File: src/sv/gda_pkg.sv
`timescale 1ns / 1ps
// shared widths, types and calendar helpers for the date advance unit
package gda_pkg;

   localparam int YearWidth    = 14;
   localparam int MonthWidth   = 4;
   localparam int DayWidth     = 5;
   localparam int CountWidth   = 16;
   localparam int WeekdayWidth = 3;
   localparam int StatusWidth  = 2;
   localparam int SumWidth     = 17;   // day sum and weekday sum
   localparam int ModWidth     = 9;    // year modulo 400
   localparam int DoyWidth     = 9;    // day of year
   localparam int QuotWidth    = 6;    // year / 400
   localparam int ProdWidth    = YearWidth + 16;
   localparam int RecipShift   = 24;
   localparam int QueueDepth   = 2;
   localparam int PtrWidth     = $clog2(QueueDepth);
   localparam int CountBits    = $clog2(QueueDepth + 1);

   localparam logic [YearWidth-1:0]  MaxYear  = YearWidth'(9999);
   localparam logic [15:0]           Recip400 = 16'd41944;   // ceil(2^24 / 400)
   localparam logic [ModWidth-1:0]   LastMod  = ModWidth'(399);
   localparam logic [MonthWidth-1:0] LastMonth = MonthWidth'(12);

   typedef enum logic [StatusWidth-1:0] {
      STATUS_OK       = 2'd0,
      STATUS_BAD_DATE = 2'd1,
      STATUS_OVERFLOW = 2'd2
   } status_type;

   typedef enum logic [1:0] {
      BACK_IDLE,
      BACK_STEP,
      BACK_FINISH
   } back_state_type;

   // one classified item between front and back
   typedef struct packed {
      logic                    valid_date;
      logic [YearWidth-1:0]    start_year;
      logic [MonthWidth-1:0]   start_month;
      logic [DayWidth-1:0]     start_day;
      logic [SumWidth-1:0]     day_sum;
      logic [ModWidth-1:0]     year_mod;
      logic [SumWidth-1:0]     week_sum;
   } entry_type;

   function automatic logic leap_of_mod(input logic [ModWidth-1:0] ymod);
      leap_of_mod = (ymod[1:0] == 2'b00) && (ymod != ModWidth'(100)) &&
                    (ymod != ModWidth'(200)) && (ymod != ModWidth'(300));
   endfunction

   function automatic logic [DayWidth-1:0] month_days(input logic leap,
                                                      input logic [MonthWidth-1:0] month);
      logic [DayWidth-1:0] len;
      unique case (month) inside
         4'd1, 4'd3, 4'd5, 4'd7, 4'd8, 4'd10, 4'd12: len = DayWidth'(31);
         4'd4, 4'd6, 4'd9, 4'd11:                    len = DayWidth'(30);
         4'd2:  len = leap ? DayWidth'(29) : DayWidth'(28);
         default: len = '0;
      endcase
      month_days = len;
   endfunction

   function automatic logic [DoyWidth-1:0] days_before(input logic leap,
                                                      input logic [MonthWidth-1:0] month);
      logic [DoyWidth-1:0] cum;
      unique case (month)
         4'd1:  cum = DoyWidth'(0);
         4'd2:  cum = DoyWidth'(31);
         4'd3:  cum = DoyWidth'(59);
         4'd4:  cum = DoyWidth'(90);
         4'd5:  cum = DoyWidth'(120);
         4'd6:  cum = DoyWidth'(151);
         4'd7:  cum = DoyWidth'(181);
         4'd8:  cum = DoyWidth'(212);
         4'd9:  cum = DoyWidth'(243);
         4'd10: cum = DoyWidth'(273);
         4'd11: cum = DoyWidth'(304);
         4'd12: cum = DoyWidth'(334);
         default: cum = '0;
      endcase
      if (leap && (month > MonthWidth'(2))) begin
         cum = cum + DoyWidth'(1);
      end
      days_before = cum;
   endfunction

   // modulo 7 by folding octal digits, since 8 is 1 mod 7
   function automatic logic [WeekdayWidth-1:0] mod7(input logic [SumWidth-1:0] value);
      logic [5:0] fold1;
      logic [3:0] fold2;
      fold1 = 6'(value[2:0]) + 6'(value[5:3]) + 6'(value[8:6]) + 6'(value[11:9]) +
              6'(value[14:12]) + 6'(value[16:15]);
      fold2 = 4'(fold1[5:3]) + 4'(fold1[2:0]);
      if (fold2 >= 4'd7) begin
         fold2 = fold2 - 4'd7;
      end
      mod7 = fold2[WeekdayWidth-1:0];
   endfunction

endpackage

File: src/sv/gda_front.sv
`timescale 1ns / 1ps
// front end: takes the request beat, checks the date and prepares the sums
module gda_front (
   input  logic                              clock,
   input  logic                              reset,
   input  logic [gda_pkg::YearWidth-1:0]     start_year,
   input  logic [gda_pkg::MonthWidth-1:0]    start_month,
   input  logic [gda_pkg::DayWidth-1:0]      start_day,
   input  logic [gda_pkg::CountWidth-1:0]    days_to_add,
   input  logic                              push,
   output logic                              full,
   output logic                              q_push,
   output gda_pkg::entry_type                q_data,
   input  logic                              q_full
);
   import gda_pkg::*;

   logic                     s1_valid_ff, s1_valid_in;
   logic [YearWidth-1:0]     year_ff;
   logic [MonthWidth-1:0]    month_ff;
   logic [DayWidth-1:0]      day_ff;
   logic [CountWidth-1:0]    count_ff;
   logic [QuotWidth-1:0]     quot_ff, quot_in;
   logic                     accept;
   logic [YearWidth-1:0]     prev_in;
   logic [ProdWidth-1:0]     prod;

   logic [YearWidth-1:0]     prev_year;
   logic [YearWidth-1:0]     quot_x400;
   logic [YearWidth-1:0]     rem_wide;
   logic [ModWidth-1:0]      prev_mod;
   logic [ModWidth-1:0]      year_mod;
   logic                     leap;
   logic [1:0]               centuries;
   logic [7:0]               prev_div100;
   logic [DoyWidth-1:0]      doy;
   logic                     date_ok;

   assign full   = s1_valid_ff && q_full;
   assign accept = push && !full;
   assign q_push = s1_valid_ff && !q_full;

   // years before the start year divided by 400, reciprocal multiply
   always_comb begin
      prev_in = start_year - YearWidth'(1);
      prod    = ProdWidth'(prev_in) * ProdWidth'(Recip400);
      quot_in = prod[RecipShift +: QuotWidth];
      s1_valid_in = accept || (s1_valid_ff && q_full);
   end

   always_ff @(posedge clock) begin
      if (reset) begin
         s1_valid_ff <= 1'b0;
      end else begin
         s1_valid_ff <= s1_valid_in;
      end
   end

   always_ff @(posedge clock) begin
      if (accept) begin
         year_ff  <= start_year;
         month_ff <= start_month;
         day_ff   <= start_day;
         count_ff <= days_to_add;
         quot_ff  <= quot_in;
      end
   end

   // classification and weekday sum
   always_comb begin
      prev_year   = year_ff - YearWidth'(1);
      quot_x400   = (YearWidth'(quot_ff) << 8) + (YearWidth'(quot_ff) << 7) +
                    (YearWidth'(quot_ff) << 4);
      rem_wide    = prev_year - quot_x400;
      prev_mod    = rem_wide[ModWidth-1:0];
      year_mod    = (prev_mod == LastMod) ? '0 : prev_mod + ModWidth'(1);
      leap        = leap_of_mod(year_mod);
      if (prev_mod >= ModWidth'(300)) begin
         centuries = 2'd3;
      end else if (prev_mod >= ModWidth'(200)) begin
         centuries = 2'd2;
      end else if (prev_mod >= ModWidth'(100)) begin
         centuries = 2'd1;
      end else begin
         centuries = 2'd0;
      end
      prev_div100 = {quot_ff, centuries};
      doy         = days_before(leap, month_ff) + DoyWidth'(day_ff);
      date_ok     = (year_ff != '0) && (year_ff <= MaxYear) &&
                    (month_ff != '0) && (month_ff <= LastMonth) &&
                    (day_ff != '0) && (day_ff <= month_days(leap, month_ff));

      q_data.valid_date  = date_ok;
      q_data.start_year  = year_ff;
      q_data.start_month = month_ff;
      q_data.start_day   = day_ff;
      q_data.day_sum     = SumWidth'(day_ff) + SumWidth'(count_ff);
      q_data.year_mod    = year_mod;
      q_data.week_sum    = SumWidth'(prev_year) + SumWidth'(prev_year >> 2) -
                           SumWidth'(prev_div100) + SumWidth'(quot_ff) +
                           SumWidth'(doy) + SumWidth'(count_ff);
   end

endmodule

File: src/sv/gda_queue.sv
`timescale 1ns / 1ps
// short queue of classified items between front and back
module gda_queue (
   input  logic                clock,
   input  logic                reset,
   input  logic                push,
   input  gda_pkg::entry_type  push_data,
   output logic                full,
   input  logic                pop,
   output gda_pkg::entry_type  pop_data,
   output logic                empty
);
   import gda_pkg::*;

   entry_type              slots_ff [QueueDepth];
   logic [PtrWidth-1:0]    wr_ptr_ff, wr_ptr_in;
   logic [PtrWidth-1:0]    rd_ptr_ff, rd_ptr_in;
   logic [CountBits-1:0]   fill_ff, fill_in;
   logic                   do_push, do_pop;

   assign full     = (fill_ff == CountBits'(QueueDepth));
   assign empty    = (fill_ff == '0);
   assign do_push  = push && !full;
   assign do_pop   = pop && !empty;
   assign pop_data = slots_ff[rd_ptr_ff];

   always_comb begin
      wr_ptr_in = wr_ptr_ff;
      rd_ptr_in = rd_ptr_ff;
      fill_in   = fill_ff;
      if (do_push) begin
         wr_ptr_in = (wr_ptr_ff == PtrWidth'(QueueDepth - 1)) ? '0 : wr_ptr_ff + PtrWidth'(1);
      end
      if (do_pop) begin
         rd_ptr_in = (rd_ptr_ff == PtrWidth'(QueueDepth - 1)) ? '0 : rd_ptr_ff + PtrWidth'(1);
      end
      if (do_push && !do_pop) begin
         fill_in = fill_ff + CountBits'(1);
      end else if (do_pop && !do_push) begin
         fill_in = fill_ff - CountBits'(1);
      end
   end

   always_ff @(posedge clock) begin
      if (reset) begin
         wr_ptr_ff <= '0;
         rd_ptr_ff <= '0;
         fill_ff   <= '0;
      end else begin
         wr_ptr_ff <= wr_ptr_in;
         rd_ptr_ff <= rd_ptr_in;
         fill_ff   <= fill_in;
      end
   end

   always_ff @(posedge clock) begin
      if (do_push) begin
         slots_ff[wr_ptr_ff] <= push_data;
      end
   end

endmodule

File: src/sv/gda_back.sv
`timescale 1ns / 1ps
// back end: steps whole months off the day count and holds the response
module gda_back (
   input  logic                              clock,
   input  logic                              reset,
   input  logic                              q_empty,
   output logic                              q_pop,
   input  gda_pkg::entry_type                q_data,
   output logic [gda_pkg::YearWidth-1:0]     result_year,
   output logic [gda_pkg::MonthWidth-1:0]    result_month,
   output logic [gda_pkg::DayWidth-1:0]      result_day,
   output logic [gda_pkg::WeekdayWidth-1:0]  weekday,
   output logic [gda_pkg::StatusWidth-1:0]   status,
   output logic                              empty,
   input  logic                              pop
);
   import gda_pkg::*;

   back_state_type           state_ff, state_in;

   logic [YearWidth-1:0]     start_year_ff;
   logic [MonthWidth-1:0]    start_month_ff;
   logic [DayWidth-1:0]      start_day_ff;
   logic [YearWidth-1:0]     y_ff, y_in;
   logic [MonthWidth-1:0]    m_ff, m_in;
   logic [SumWidth-1:0]      d_ff, d_in;
   logic [ModWidth-1:0]      ymod_ff, ymod_in;
   logic [SumWidth-1:0]      wsum_ff;
   status_type               stat_ff, stat_in;

   logic [YearWidth-1:0]     rsp_year_ff, rsp_year_in;
   logic [MonthWidth-1:0]    rsp_month_ff, rsp_month_in;
   logic [DayWidth-1:0]      rsp_day_ff, rsp_day_in;
   logic [WeekdayWidth-1:0]  rsp_wday_ff, rsp_wday_in;
   logic [StatusWidth-1:0]   rsp_stat_ff, rsp_stat_in;
   logic                     rsp_valid_ff, rsp_valid_in;

   logic [DayWidth-1:0]      mlen;
   logic                     more;
   logic                     ovf;
   logic                     out_free;
   logic                     load_out;

   assign mlen     = month_days(leap_of_mod(ymod_ff), m_ff);
   assign more     = d_ff > SumWidth'(mlen);
   assign ovf      = more && (m_ff == LastMonth) && (y_ff == MaxYear);
   assign out_free = !rsp_valid_ff || pop;

   // next state
   always_comb begin
      state_in = state_ff;
      unique case (state_ff)
         BACK_IDLE: begin
            if (!q_empty) begin
               state_in = q_data.valid_date ? BACK_STEP : BACK_FINISH;
            end
         end
         BACK_STEP: begin
            if (!more || ovf) begin
               state_in = BACK_FINISH;
            end
         end
         BACK_FINISH: begin
            if (out_free) begin
               state_in = BACK_IDLE;
            end
         end
         default: state_in = BACK_IDLE;
      endcase
   end

   // state outputs
   always_comb begin
      q_pop    = 1'b0;
      load_out = 1'b0;
      unique case (state_ff)
         BACK_IDLE:   q_pop    = !q_empty;
         BACK_STEP:   ;
         BACK_FINISH: load_out = out_free;
         default:     ;
      endcase
   end

   always_ff @(posedge clock) begin
      if (reset) begin
         state_ff     <= BACK_IDLE;
         rsp_valid_ff <= 1'b0;
      end else begin
         state_ff     <= state_in;
         rsp_valid_ff <= rsp_valid_in;
      end
   end

   // month stepping
   always_comb begin
      y_in    = y_ff;
      m_in    = m_ff;
      d_in    = d_ff;
      ymod_in = ymod_ff;
      stat_in = stat_ff;
      if (q_pop) begin
         y_in    = q_data.start_year;
         m_in    = q_data.start_month;
         d_in    = q_data.day_sum;
         ymod_in = q_data.year_mod;
         stat_in = q_data.valid_date ? STATUS_OK : STATUS_BAD_DATE;
      end else if ((state_ff == BACK_STEP) && more) begin
         if (ovf) begin
            stat_in = STATUS_OVERFLOW;
         end else begin
            d_in = d_ff - SumWidth'(mlen);
            if (m_ff == LastMonth) begin
               m_in    = MonthWidth'(1);
               y_in    = y_ff + YearWidth'(1);
               ymod_in = (ymod_ff == LastMod) ? '0 : ymod_ff + ModWidth'(1);
            end else begin
               m_in = m_ff + MonthWidth'(1);
            end
         end
      end
   end

   always_ff @(posedge clock) begin
      y_ff    <= y_in;
      m_ff    <= m_in;
      d_ff    <= d_in;
      ymod_ff <= ymod_in;
      stat_ff <= stat_in;
      if (q_pop) begin
         start_year_ff  <= q_data.start_year;
         start_month_ff <= q_data.start_month;
         start_day_ff   <= q_data.start_day;
         wsum_ff        <= q_data.week_sum;
      end
   end

   // response register
   always_comb begin
      rsp_year_in  = rsp_year_ff;
      rsp_month_in = rsp_month_ff;
      rsp_day_in   = rsp_day_ff;
      rsp_wday_in  = rsp_wday_ff;
      rsp_stat_in  = rsp_stat_ff;
      rsp_valid_in = rsp_valid_ff && !pop;
      if (load_out) begin
         rsp_valid_in = 1'b1;
         rsp_stat_in  = stat_ff;
         if (stat_ff == STATUS_OK) begin
            rsp_year_in  = y_ff;
            rsp_month_in = m_ff;
            rsp_day_in   = d_ff[DayWidth-1:0];
            rsp_wday_in  = mod7(wsum_ff);
         end else begin
            rsp_year_in  = start_year_ff;
            rsp_month_in = start_month_ff;
            rsp_day_in   = start_day_ff;
            rsp_wday_in  = '0;
         end
      end
   end

   always_ff @(posedge clock) begin
      rsp_year_ff  <= rsp_year_in;
      rsp_month_ff <= rsp_month_in;
      rsp_day_ff   <= rsp_day_in;
      rsp_wday_ff  <= rsp_wday_in;
      rsp_stat_ff  <= rsp_stat_in;
   end

   assign result_year  = rsp_year_ff;
   assign result_month = rsp_month_ff;
   assign result_day   = rsp_day_ff;
   assign weekday      = rsp_wday_ff;
   assign status       = rsp_stat_ff;
   assign empty        = !rsp_valid_ff;

   // stepping only ever sees a checked, in-range date
   a_step_in_range: assert property (@(posedge clock) disable iff (reset)
      (state_ff == BACK_STEP) |->
         (m_ff != '0) && (m_ff <= LastMonth) && (y_ff != '0) && (y_ff <= MaxYear))
      else $error("month or year out of range while stepping");

   // a good response has a real day and a weekday below seven
   a_ok_response: assert property (@(posedge clock) disable iff (reset)
      (load_out && (stat_ff == STATUS_OK)) |=>
         (rsp_day_ff != '0) && (rsp_wday_ff < WeekdayWidth'(7)))
      else $error("bad day or weekday on good response");

   // error responses echo the start date with weekday zero
   a_error_echo: assert property (@(posedge clock) disable iff (reset)
      (load_out && (stat_ff != STATUS_OK)) |=>
         (rsp_wday_ff == '0) && (rsp_year_ff == $past(start_year_ff)) &&
         (rsp_day_ff == $past(start_day_ff)))
      else $error("error response does not echo the start date");

endmodule

File: src/sv/gregorian_date_add_days_unit.sv
`timescale 1ns / 1ps
// top level of the gregorian date advance and weekday unit
// Each request beat carries a proleptic Gregorian date and a day count; the
// response beat gives the date that many days later, its weekday (0 Sunday to
// 6 Saturday) and a status: 0 ok, 1 invalid start date, 2 result past year
// 9999, where both error cases echo the start date with weekday 0. The front
// end checks the date, works out the year modulo 400 and the weekday sum in
// the cycle after the beat is taken and hands the item through a two-entry
// queue to the back end.
// The back end moves the date forward one month per cycle, so the time an
// item spends there grows with the months crossed; an invalid date skips
// the stepping. The back end handles one item at a time; the front end and
// the queue keep taking request beats while it works, and a finished response
// waits in its own register so the next item can start before the response
// is popped. Throughput is therefore set by the month-stepping loop in the
// back end.
module gregorian_date_add_days_unit (
   input  logic                              clock,
   input  logic                              reset,
   input  logic [gda_pkg::YearWidth-1:0]     req_start_year,
   input  logic [gda_pkg::MonthWidth-1:0]    req_start_month,
   input  logic [gda_pkg::DayWidth-1:0]      req_start_day,
   input  logic [gda_pkg::CountWidth-1:0]    req_days_to_add,
   input  logic                              push,
   output logic                              full,
   output logic [gda_pkg::YearWidth-1:0]     rsp_result_year,
   output logic [gda_pkg::MonthWidth-1:0]    rsp_result_month,
   output logic [gda_pkg::DayWidth-1:0]      rsp_result_day,
   output logic [gda_pkg::WeekdayWidth-1:0]  rsp_weekday,
   output logic [gda_pkg::StatusWidth-1:0]   rsp_status,
   output logic                              empty,
   input  logic                              pop
);
   import gda_pkg::*;

   // front to queue
   logic        fq_push;
   logic        fq_full;
   entry_type   fq_data;

   // queue to back
   logic        qb_pop;
   logic        qb_empty;
   entry_type   qb_data;

   // request side: date check and sums
   gda_front u_front (
      .clock       (clock),
      .reset       (reset),
      .start_year  (req_start_year),
      .start_month (req_start_month),
      .start_day   (req_start_day),
      .days_to_add (req_days_to_add),
      .push        (push),
      .full        (full),
      .q_push      (fq_push),
      .q_data      (fq_data),
      .q_full      (fq_full)
   );

   // decouples the checking from the month stepping
   gda_queue u_queue (
      .clock     (clock),
      .reset     (reset),
      .push      (fq_push),
      .push_data (fq_data),
      .full      (fq_full),
      .pop       (qb_pop),
      .pop_data  (qb_data),
      .empty     (qb_empty)
   );

   // month stepping and response register
   gda_back u_back (
      .clock        (clock),
      .reset        (reset),
      .q_empty      (qb_empty),
      .q_pop        (qb_pop),
      .q_data       (qb_data),
      .result_year  (rsp_result_year),
      .result_month (rsp_result_month),
      .result_day   (rsp_result_day),
      .weekday      (rsp_weekday),
      .status       (rsp_status),
      .empty        (empty),
      .pop          (pop)
   );

endmodule

File: config.mk
export PLATFORM = sky130hd
export DESIGN_NAME = gregorian_date_add_days_unit
export DESIGN_NICKNAME = d
export VERILOG_FILES = /design/src/sv/gda_pkg.sv /design/src/sv/gda_front.sv /design/src/sv/gda_queue.sv /design/src/sv/gda_back.sv /design/src/sv/gregorian_date_add_days_unit.sv
export SDC_FILE = /design/constraint.sdc
export NUM_CORES = 1
export LEC_CHECK = 0
export ABC_AREA = 1
export BUFFER_PORTS_ARGS = -buffer_cell sky130_fd_sc_hd__buf_2
export CAP_MARGIN = 5
export CORE_MARGIN = 2
export CORE_UTILIZATION = 50
export CTS_CLUSTER_DIAMETER = 40
export DETAILED_ROUTE_END_ITERATION = 8
export PLACE_DENSITY = 0.81
export SYNTH_ARGS = -nofsm -noshare
export SYNTH_HDL_FRONTEND = slang
export SYNTH_SLANG_ARGS = --single-unit
File: constraint.sdc
create_clock -name clock -period 7.3 [get_ports clock]
set_input_delay 0.73 -clock clock [delete_from_list [all_inputs] [get_ports clock]]
set_output_delay 0.73 -clock clock [all_outputs]
set_load 0.1 [all_outputs]
==> metrics.txt, run 1 <==
final wirelength=46500 µm; final hold vios=0; I/O pin total=73; Root Buffer=clkbuf_16; fin crit period=around 7.4 ns; Max Root-Sink Buffers=3; Arr. time, crit path=about 7.6 ns; ys flop type=edfxtp_1; Syn Area/Cell=~10 µm²; GPL Wtd Cong=~0.93; XOR/XNOR Fraction of Synth Area=under 10%; fraction of layout cells with a size suffix above 1=~15%; post-synthesis simple-gate area fraction=around 15%; flop2flop setup slack=-0.07 ns; vias per cell=around 5.3; DP Worst Slack=-0.266 ns; DR WL/cell=~17 µm; Layout Nets=between 2000 and 3000; Die Span Y=about 210 µm; #FFs+latches synth=~310; CP startpoint kind=flip-flop; initial antenna violation count=1; endpoints failing setup=4; H-tree depth=2; Initial DRC Count=a little over 1000; Die X=roughly 210 µm; failing checks=negative setup slack; TritonCTS clock tree=yes; Worst R2R Path Depth=50; Worst Setup End Kind=flip-flop; Post-Route Utilization=approximately 59%; asr flop ratio synth=0%; Worst path most repeated cell=nand2_2; commonest non-fill, non-tap cell in the layout=nand2_1; placeable core area=just over 40000 µm²; clock sink count=311; fin worst setup slack=-0.0659 ns; Post-route DRC=0; RSZ-0062 raised after global routing=yes; Ys Warns=0; largest net degree at the start of global routing=69; slowest CP cell=fa_1; Critical Path Sink=u_queue.slots_ff[0][15]; first-pass GRT wire length=75700 µm; Final Slew Violations=0; highest clock rate=~140 MHz; Total Die Area=approximately 43000 µm²; Hold Buf Count CTS=0; Worst-Margin Slew=1.16 ns; Initial Util=50.5%; max_cap viols=0; Cells after Synth=between 2000 and 2500; period utilisation layout=101%; combinational family with the most area after synthesis=adder cells; worst-skew pair later-pin latency=about 0.55 ns; Netlist cell types=51; Worst EP required=between 7 and 8 ns; Inserted Clock Buffers=42; vias=14800; max_slew headroom=a little under a quarter; clk_skew=between 0.03 and 0.04 ns; Post-synth EDFFs=around 290; Syn Std Cell Area=slightly above 20000 µm²; Syn Nets=around 2400; outcome=finished with violations; Crit Path Max Fanout=5; Max stage delay on crit path=just over 0.5 ns; Compound-Gate Fraction of Synth Area=6.86%; most frequent cells in the layout=nand2_1 (408), inv_1 (356), edfxtp_1 (293); FF-to-FF Start=u_front.year_ff[1]; antenna cells=0; clk slew on worst S/H paths=0.06 ns; placed wire-length estimate=between 30000 and 40000 µm; DR pass1 iterations=7; GRT Resource Usage Total=around 22%; P&R area growth vs syn=16.0%; GRT overflow=0; CP Class=reg -> reg; HP Class=in -> reg; R2R Path End=u_queue.slots_ff[0][15]; PortBufs=slightly above 70; vias in the first global route=between 15000 and 20000; crit path from=u_front.year_ff[1]; Antenna Nets Post-Route=0; Synth Area in Adders=approximately 22%; multiplexer share of the synthesized area=0%; row cnt=74; sequential cell area fraction in the yosys report=44.5%
## worst max-delay path: cells and delay by family (launching register included)
family          cells  cell delay [ns]
flops               1             0.41
fa+ha+maj           7             2.49
xor+xnor            4             0.54
buf+inv             7             0.56
compound gates      6             0.74
simple gates       26             2.34
## cell families after synthesis
kind of cell / Yosys count
flip-flops: 311
adder cells (fa/ha/maj): 306
AO/OA/AOI/OAI: 247
buffers and inverters: 400
XOR/XNOR: 103
AND/OR/NAND/NOR: 708
## metal layers
metal	up-vias	routed length [µm]	part of all wire (%)	GRT usage (%)
met3	105	2710	5.8	3.05
met5	-	0	0	0
met4	0	1440	3.1	8.03
met2	479	23700	51	40.7
met1	7110	18700	40	27.4
li1	7143	-	-	-
## worst min path at each step
stage                   startpoint                    to  slack (ns)  depth (start not counted)
6_report        req_days_to_add[9]   u_front.count_ff[9]        0.35                          1
5_1_grt         req_days_to_add[9]   u_front.count_ff[9]        0.34                          1
4_1_cts        req_days_to_add[10]  u_front.count_ff[10]        0.33                          1
3_5_place_dp     u_back.stat_ff[0]      u_back.status[0]        0.44                          0
3_3_place_gp     u_queue.rd_ptr_ff             flip-flop        0.43                          1
2_1_floorplan    u_queue.rd_ptr_ff             flip-flop        0.43                          1
## cell usage after synthesis, drive strengths merged, types with 17 or more instances
library cell,instances,share of area (%)
nand2,439,8.4
inv,371,6.8
edfxtp,293,43
ha,208,13
nor2,142,2.8
fa,98,9.5
a21oi,92,2.2
o21ai,92,2.3
xor2,76,3.2
nand3,54,1.5
xnor2,27,1.1
nor3,24,0.64
clkbuf,21,0.38
dfxtp,18,1.8
nand4,17,0.52
## state kept, by name, indices dropped and copies added, names as in the netlist, 5 cells and up, named ones only
name / flops
u_front.day_ff: 5
u_back.y_ff: 14
u_back.wsum_ff: 17
u_front.year_ff: 14
u_back.start_day_ff: 5
u_front.count_ff: 16
u_back.result_year: 14
u_back.result_day: 5
u_back.ymod_ff: 9
u_back.d_ff: 17
u_front.quot_ff: 6
u_back.start_year_ff: 14
u_queue.slots_ff: 134
## stage by stage
| stage | TNS [ns] | std cells | hold slack, ns | area [µm²] |
|---|---|---|---|---|
| 3_5_place_dp | -1.57 | 2709 | 0.441 | 22000 |
| 4_1_cts | 0 | 2797 | 0.333 | 23700 |
| 6_report | -0.168 | 2803 | 0.353 | 23900 |
| 2_1_floorplan | 0 | 2075 | 0.425 | 20600 |
| 5_1_grt | -5.49 | 2803 | 0.339 | 23900 |
| 3_3_place_gp | 0 | 2709 | 0.429 | 22000 |
## timing repair
| action | in CTS | in global routing |
|---|---|---|
| buffers inserted | 10 | 6 |
| endpoints found under the setup margin | 10 | 21 |
| resized for setup | 28 | 50 |
| pin swaps | 19 | 38 |
| endpoints found under the hold margin | 0 | 0 |
## area by class of cell
class / count / area (µm²)
Sequential cell: 311 / 9160
Fill cell: 3243 / 16900
Clock inverter: 34 / 387
Timing Repair Buffer: 147 / 927
Multi-Input combinational cell: 1364 / 10300
Clock buffer: 44 / 1060
Tap cell: 532 / 666
Inverter: 371 / 1390
Power of run 1 is not shown: default switching activity piles up to over one toggle a cycle in this logic, so the estimate is an artifact.
==> run 2, diff against run 1 <==
--- a/config.mk
+++ b/config.mk
@@ -8,11 +8,12 @@
 export ABC_AREA = 1
 export BUFFER_PORTS_ARGS = -buffer_cell sky130_fd_sc_hd__buf_2
 export CAP_MARGIN = 5
-export CORE_MARGIN = 2
+export CORE_MARGIN = 3
 export CORE_UTILIZATION = 50
 export CTS_CLUSTER_DIAMETER = 40
 export DETAILED_ROUTE_END_ITERATION = 8
 export PLACE_DENSITY = 0.81
+export SKIP_CTS_REPAIR_TIMING = 1
 export SYNTH_ARGS = -nofsm -noshare
 export SYNTH_HDL_FRONTEND = slang
 export SYNTH_SLANG_ARGS = --single-unit
==> metrics.txt, run 2 (synthesis results as in run 1) <==
outcome=finished with violations; failing checks=negative setup slack; Layout Nets=2576 (-0.39%); I/O pin total=73 (unchanged); Die Span Y=209 µm (+0.97%); GRT Resource Usage Total=21.0% (-1.4 points); TritonCTS clock tree=yes; P&R area growth vs syn=15.2%; Top Registers=u_queue.slots_ff x134, u_back.d_ff x17, u_back.wsum_ff x17; Max stage delay on crit path=0.54 ns (+0.03 ns); clock sink count=311 (unchanged); clk slew on worst S/H paths=0.06 ns (about the same); final hold vios=0 (unchanged); Top reg by flops=u_queue.slots_ff; vias per cell=5.39 (+1.8%); Post-Layout Cell Count=2785 (-0.64%); Initial DRC Count=1222 (+18%); Worst Setup End Kind=flip-flop; Post-route DRC=0 (unchanged); Max Root-Sink Buffers=3 (unchanged); DR WL/cell=16.7 µm (+0.88%); Inserted Clock Buffers=41 (-2.4%); max reg flops=134 (unchanged); Hold Path Depth=1 (unchanged); H-tree depth=2 (unchanged); initial antenna violation count=0 (-1); vias=15000 (+1.1%); Root Buffer=clkbuf_16; Crit Path Max Fanout=5 (unchanged); commonest non-fill, non-tap cell in the layout=nand2_1; RSZ-0062 raised after global routing=yes; final wirelength=46600 µm (+0.24%); first-pass GRT wire length=75000 µm (-0.99%); Initial Util=51.2% (+0.69 points); fraction of layout cells with a size suffix above 1=14.5% (-0.94 points); Worst path most repeated cell=nand2_4; most frequent cells in the layout=nand2_1 (410), inv_1 (354), edfxtp_1 (293); Worst R2R Path Depth=53 (+6.0%); row cnt=73 (-1.4%); placeable core area=40200 µm² (-1.4%); Worst EP required=7.58 ns (about the same); Arr. time, crit path=7.80 ns (+0.17 ns); placed wire-length estimate=33900 µm (-0.80%); slowest CP cell=fa_1; worst-skew pair later-pin latency=0.55 ns (about the same); Final Slew Violations=0 (unchanged); max_slew headroom=24.1% (+1.6 points); fin crit period=7.51 ns (+0.146 ns); highest clock rate=133 MHz (-1.9%); Worst-Margin Slew=1.14 ns (-0.0238 ns); Total Die Area=43600 µm² (+1.9%); PortBufs=72 (unchanged); clk_skew=0.0212 ns (-0.0157 ns); period utilisation layout=103% (+2.0 points); CP Class=reg -> reg; CP startpoint kind=flip-flop; DR pass1 iterations=6 (-1); fin worst setup slack=-0.211 ns (-0.146 ns); max_cap viols=0 (unchanged); endpoints failing setup=10 (+6); Post-Place Cells=2695 (-0.52%); vias in the first global route=15100 (-2.0%); Antenna Nets Post-Route=0 (unchanged); HP Class=in -> reg; GRT overflow=0 (unchanged); Die X=209 µm (+0.97%); largest net degree at the start of global routing=69 (unchanged); FILL cells=3192 (-1.6%); GPL Wtd Cong=0.934 (+0.68%)
==> run 2: cell count changes in the layout (fill, tap and decap cells not counted), moves of 3 or more <==
cell / change
inv_8: -5
nor2_2: -4
clkbuf_8: +3
inv_6: -3
clkinv_1: -3
buf_4: -9
nor2_1: +4
==> run 2: critical path, delay by kind of cell, from the launching register on <==
family	cells	cell delay (ns)
xor+xnor	3	0.41
flops	1	0.45
buf+inv	12	0.96
compound gates	5	0.68
fa+ha+maj	6	2.23
simple gates	27	2.53
==> run 2: final cells by class <==
cell class                 instances  area (µm²)  area share, %
timing repair buffer             138         860           3.62
sequential                       311        9160           38.6
clock buffer                      48        1080           4.56
multi-input combinational       1364       10200           43.1
inverter                         371        1400           5.88
clock inverter                    27         334           1.41
tap                              525         657           2.77
antenna                            1        2.50         0.0105
==> run 2: stage by stage <==
step                TNS [ns]  instance area [µm²]  worst slack [ns]  hold WS (ns)  utilization, %
floorplan                  0                20600            0.0467         0.425               -
global placement           0                21900            0.0110         0.428            54.6
detailed placement     -1.53                21900            -0.244         0.435            54.6
CTS                    -2.60                23300            -0.432         0.352            58.1
global route           -6.35                23700            -0.605         0.349            59.0
finish                 -1.60                23700            -0.211         0.367            59.0
==> run 2: path summary, 6_finish.rpt <==
check / slack (ns) / startpoint / end
min: 0.37 / req_days_to_add[1] / u_front.count_ff[1]
max reg2reg: -0.21 / u_front.year_ff[0] / u_queue.slots_ff[1][14]
min reg2reg: 0.45 / u_back.stat_ff[0] / u_back.status[0]
max: -0.21 / u_front.year_ff[0] / u_queue.slots_ff[1][14]
==> run 2: layer usage <==
layer	share of wire (%)	track usage (%)	wire (µm)	vias to the layer above
met5	0	0	0	-
met4	3.6	7.21	1680	0
met3	5.7	2.85	2660	118
met2	50	37.1	23500	480
met1	40	26.8	18800	7263
li1	-	-	-	7146
Power of run 2 is left out for the same reason.
